<file path="src/rtl/spd_pkg.sv">
`timescale 1ns / 1ps
// ----------------------------------------------------------------------------
// spd_pkg: shared types and constants
// Word formats, status codes and size defaults for the shortest path unit.
// ----------------------------------------------------------------------------
package spd_pkg;

  localparam int MAX_NODES_DEF   = 64;
  localparam int MAX_EDGES_DEF   = 1024;
  localparam int WEIGHT_BITS_DEF = 16;

  localparam int VERTEX_W = 6;
  localparam int DIST_W   = 22;
  localparam int PRED_W   = 7;
  localparam int NODE_W   = PRED_W + DIST_W;

  localparam logic [DIST_W-1:0] DIST_CAP = 22'h3FFFFF;
  localparam logic [DIST_W:0]   DIST_INF = 23'h400000;
  localparam logic [PRED_W-1:0] NO_PRED  = 7'd64;

  localparam logic [1:0] OP_ADD   = 2'd0;
  localparam logic [1:0] OP_QUERY = 2'd1;
  localparam logic [1:0] OP_CLEAR = 2'd2;

  localparam logic [2:0] ST_PATH      = 3'd0;
  localparam logic [2:0] ST_NO_PATH   = 3'd1;
  localparam logic [2:0] ST_STORED    = 3'd2;
  localparam logic [2:0] ST_EDGE_BAD  = 3'd3;
  localparam logic [2:0] ST_FULL      = 3'd4;
  localparam logic [2:0] ST_QUERY_BAD = 3'd5;
  localparam logic [2:0] ST_CLEARED   = 3'd6;

  typedef struct packed {
    logic [1:0]  op;
    logic [5:0]  edge_from;
    logic [5:0]  edge_to;
    logic [15:0] edge_cost;
    logic [5:0]  query_start;
    logic [5:0]  query_end;
  } in_word_t;

  typedef struct packed {
    logic [5:0]  vertex;
    logic [21:0] total_distance;
    logic [2:0]  status;
    logic        last;
  } out_word_t;

endpackage

</file>
<file path="src/rtl/spd_node_table.sv">
`timescale 1ns / 1ps
// ----------------------------------------------------------------------------
// spd_node_table: per-node distance/predecessor and path buffer
// Node memory holds {predecessor, distance}; path buffer holds vertices.
// ----------------------------------------------------------------------------
module spd_node_table #(
  parameter int MAX_NODES = spd_pkg::MAX_NODES_DEF,
  parameter int NA = $clog2(MAX_NODES)
) (
  input  logic                           clk,
  input  logic                           nd_we,
  input  logic [NA-1:0]                  nd_waddr,
  input  logic [spd_pkg::NODE_W-1:0]     nd_wdata,
  input  logic [NA-1:0]                  nd_raddr,
  output logic [spd_pkg::NODE_W-1:0]     nd_rdata,
  input  logic                           pb_we,
  input  logic [NA-1:0]                  pb_waddr,
  input  logic [spd_pkg::VERTEX_W-1:0]   pb_wdata,
  input  logic [NA-1:0]                  pb_raddr,
  output logic [spd_pkg::VERTEX_W-1:0]   pb_rdata
);

  logic [spd_pkg::NODE_W-1:0]   node_mem [MAX_NODES];
  logic [spd_pkg::VERTEX_W-1:0] path_mem [MAX_NODES];

  always_ff @(posedge clk) begin
    if (nd_we) begin
      node_mem[nd_waddr] <= nd_wdata;
    end
    nd_rdata <= node_mem[nd_raddr];
  end

  always_ff @(posedge clk) begin
    if (pb_we) begin
      path_mem[pb_waddr] <= pb_wdata;
    end
    pb_rdata <= path_mem[pb_raddr];
  end

endmodule

</file>
<file path="config.mk">
export PLATFORM = sky130hd
export DESIGN_NAME = spd_node_table
export DESIGN_NICKNAME = d
export VERILOG_FILES = /design/src/rtl/spd_pkg.sv /design/src/rtl/spd_node_table.sv
export SDC_FILE = /design/constraint.sdc
export NUM_CORES = 2
export LEC_CHECK = 0
export BUFFER_PORTS_ARGS = -buffer_cell sky130_fd_sc_hd__buf_2
export CAP_MARGIN = 10
export CORE_ASPECT_RATIO = 0.8
export CORE_UTILIZATION = 50
export DETAILED_ROUTE_END_ITERATION = 16
export PLACE_DENSITY_LB_ADDON = 0.08
export SLEW_MARGIN = 0
export SYNTH_ARGS = -nofsm -noshare
export SYNTH_HDL_FRONTEND = slang
export SYNTH_SLANG_ARGS = --single-unit
</file>
<file path="constraint.sdc">
create_clock -name clk -period 8 [get_ports clk]
set_clock_uncertainty 0.05 [all_clocks]
set_input_delay 0 -clock clk [delete_from_list [all_inputs] [get_ports clk]]
set_output_delay 0 -clock clk [all_outputs]
set_load 0.005 [all_outputs]
</file>
Word-level counts from Yosys, hierarchy flattened

Memory sizes are Yosys's and may differ from the RTL's. A register that Yosys moved wholly into a read port is not among the register bits.
Index checks and enable logic that the tools add are counted.

Register bits after elaboration: 0
Bits in writable memories: 2240
Bits of input ports: 62
Logic and storage cells: 6
Memories: 2

Multiplexer cells: 4

Memories:

| name     | words | bits a word | read ports | clocked after Yosys merged registers in | wr ports | RTL line             | source |
|---|---|---|---|---|---|---|---|
| node_mem | 64    | 29          | 1          | 1                                       | 1        | spd_node_table.sv:23 | `logic [spd_pkg::NODE_W-1:0] node_mem [MAX_NODES];` |
| path_mem | 64    | 6           | 1          | 1                                       | 1        | spd_node_table.sv:24 | `logic [spd_pkg::VERTEX_W-1:0] path_mem [MAX_NODES];` |

Operators by type and width:

| kind             | count |
|---|---|
| 1-bit 2-to-1 mux | 4 |

Longest topological paths before layout

Depth after elaboration: 2
Mapped depth: 9
Depth with buffers taken out: 5

Worst setup path after synthesis

No wires, ideal clock.

Kind: input to register
Start point: in nd_waddr[5]
End point: mem node_mem[32][0] in the netlist's numbering (enable)
Library setup time: 415 ps
Data arrival time: 2066 ps
Data required time: 7535 ps
Slack: 5469 ps
Stages: 4
Path buffers: 2
Cells stage by stage: clkbuf_1 > or3b_2 > clkbuf_1 > nor2_1

RTL lines:

| element     | RTL line             | source |
|---|---|---|
| from (decl) | spd_node_table.sv:12 | `input logic [NA-1:0] nd_waddr,` |
| to (decl)   | spd_node_table.sv:23 |  |

No word-level cell before the write port.

==> metrics.cfg <==
[clock_network]
clock-root-buffer = clkbuf_16
clock_sinks = 2275
clk_pin_slew_ps = 60
cts_tree = built
htree_levels = 4
numCtsBuffers = 214
post_cts_buffers = 0
cts_buffer_depth = 3
insertion_delay_ps = 840

[hold_path]
whs_path_depth = 3
hp-class = primary input to flop
min-delay-start = pb_raddr[5]
min_to = pb_rdata[5]

[drt]
drcViolationCount = 0
routed_wl_microns = 226000
routedWlPerCell_microns = 34.2
vias_per_cell = 6.29
vias = 41500
drt_first_pass_iters = 7
drt_iter0_markers = 4935
ant_nets = 0

[critical_path]
required_ps = 8680
path_class = primary input to flop
critPathMaxFanout = 127
reg2regPathDepth = 7
cpMostUsedCell = dlygate4sd3_1
start_kind = primary input
slowest_stage = buf_12
r2r_start = path_mem[62][3]
end_kind = flop
reg2reg_slack_ps = 5160
cp.arrival_ps = 3890
path_cells = dlygate4sd3_1 > buf_8 > buf_12 > nor2_1 > a22o_1 > a21oi_1 > a311oi_1 > dlygate4sd3_1
max_stage_delay_ps = 690
reg2reg_to = pb_rdata[3]

[sta]
final_hold_viol_count = 0
period_share_pct = 40.2
max_slew_margin_pct = 14.8
tightestPinTransition_ps = 1280
maxClockFrequency_ghz = 0.311
finalMaxSlewViolations = 0
setup_tns_ps = 0
rsz0062_at_grt = false
period_needed_ps = 3210
setup_viol = 0
worst_slack_ps = 4790

[placement]
place_ws_ps = 4190
io_buffers = 96
place_area_sq_mm = 0.0905
dp_hpwl_microns = 124000
place_congestion = 0.806
place_inst = 6149

[die]
start_util_pct = 50.4
pin_count = 97
die_y_microns = 375
die_w_microns = 468
num_rows = 136
fp.dieArea_sq_mm = 0.175
coreArea_sq_mm = 0.172

[synth]
ys.flop_type = edfxtp_1
syn_avg_cell_area_sq_um = 22.5
ys_async_sr_fraction_pct = 0
ys_ff_latch = 2275
synth-edff-count = 2240
synth.yosys.seq_area_share_pct = 78.3
syn_area_sq_mm = 0.0868
synth_nets = 3923
yosysWarnings = 0
yosys.cell_types.count = 43
syn_inst = 3861

[grt]
grt-ovfl-total = 0
grt_max_degree = 128
grt_pass1_wl_microns = 320000
grt_use_total_pct = 26.1
grt_pass1_vias = 41600
antenna_found_initial = 18

[cells_and_area]
area_delta_synth_final_pct = 12.6
multi_input_area_sq_mm = 0.0181
n_fill_cell = 12600
postLayoutCellArea_sq_mm = 0.0976
nNetsFinal = 4211
layout-drive-gt1-share_pct = 27.3
regArea_sq_mm = 0.0680
stdcell_count = 6610

[pwr]
ir_worst_vdd_v = 0.000226
p_leak_nw = 30.2
p_per_area_mw_per_mm2 = 247

[flow_run]
cap_violations = 0

[outcome]
outcome = completed

layout by cell type (no fill, tap or decap), types with 12 or more instances in the layout:
master and instances:
a21oi_1 48, a22oi_1 22, and4b_1 16, buf_2 90
buf_4 116, clkbuf_1 47, clkbuf_16 220, clkinv_1 60
clkinv_2 38, dfxtp_1 35, dlygate4sd3_1 61, edfxtp_1 2240
mux2_2 53, mux2i_1 89, mux4_2 543, nand2_1 24
nand2b_1 27, nand3_1 32, nand3b_1 19, nor2_1 133
nor2_4 64, nor2b_1 18, nor3_1 18, o211ai_1 32
o21ai_0 55, o221ai_1 12, o22a_1 16, o22ai_1 88
critical path, delay by kind of cell:
kind / cells / cell delay (ps)
buffers and inverters: 4 / 2370
AND/OR/NAND/NOR: 1 / 280
AO/OA/AOI/OAI: 3 / 1090
per-stage QoR:
| step | hold slack (ps) | utilization (%) | power, mW |
|---|---|---|---|
| 2_1_floorplan | 48.9 | - | 14.1 |
| 3_3_place_gp | 328 | 52.6 | 14.7 |
| 3_5_place_dp | 326 | 52.6 | 14.7 |
| 4_1_cts | 11.5 | 56.8 | 24.3 |
| 5_1_grt | 54.8 | 56.8 | 24.8 |
| 6_report | 76.0 | 56.8 | 24.1 |
logic make-up after synthesis:
group | Yosys count | synth area share, %
multiplexers | 685 | 15.8
AO/OA/AOI/OAI | 310 | 2.32
buffers and inverters | 209 | 1.37
AND/OR/NAND/NOR | 382 | 2.16
flip-flops | 2275 | 78.3
per-layer routing:
| layer | wire length [microns] | GRT usage, % |
|---|---|---|
| met1 | 96500 | 39.0 |
| met2 | 102000 | 38.4 |
| met3 | 22300 | 7.48 |
| met4 | 4960 | 5.95 |
| met5 | 22 | 0 |
sequential cells by signal (all words and copies together) (netlist names):
register  cells
path_mem    384
nd_rdata     29
pb_rdata      6
node_mem   1856
Yosys cell counts, drive strengths merged, types with 3 or more instances:
master	count	area [sq um]
a311oi	4	35.0
nand2b	27	169
a31oi	9	56.3
o21ai	55	275
or3	5	31.3
nor3	18	90.1
and4b	16	160
nor2b	19	119
edfxtp	2240	67300
a22oi	22	165
o221ai	12	105
mux2i	89	891
or3b	5	43.8
nand3b	19	143
and3	4	25.0
a22o	5	43.8
nand4	3	18.8
a211oi	6	45.0
buf	148	957
mux2	53	597
mux4	543	12200
dfxtp	35	701
o22ai	88	551
o22a	16	140
nand2	24	90.1
nor4	3	18.8
o211ai	32	240
or2	6	37.5
nor2	197	739
nand3	32	160
o41ai	8	70.1
clkbuf	60	225
a21oi	48	240
worst max-delay path by stage:
stage                           end  slack, ps        start
detailed placement     nd_rdata[27]       4190  nd_raddr[0]
finish                 nd_rdata[13]       4790  nd_raddr[2]
global route           nd_rdata[13]       4680  nd_raddr[2]
floorplan           node_mem[32][0]       5470  nd_waddr[5]
global placement       nd_rdata[27]       4240  nd_raddr[0]
CTS                     pb_rdata[3]       4890  pb_raddr[0]
power by group:
part,switching [mW],internal (mW)
clock,4.38,5.26
sequential,0.0513,13.2
combinational,0.771,0.440
total,5.20,18.9
cell type report:
cell class,instances,area share (%)
well taps,2277,2.92
repair buffers,280,2.22
inverters,1,0.00384
clock buffers,275,5.93
clock inverters,123,0.793
multi-input cells,1377,18.5
diodes,2,0.00513
flip-flops and latches,2275,69.6
repair_timing:
item                       4_1_cts  5_1_grt
gates resized for setup          0        0
hold endpoints to repair      2638        0
setup endpoints to repair        0        0
hold buffers                    61        0
Power figures use the tool's default switching activity.
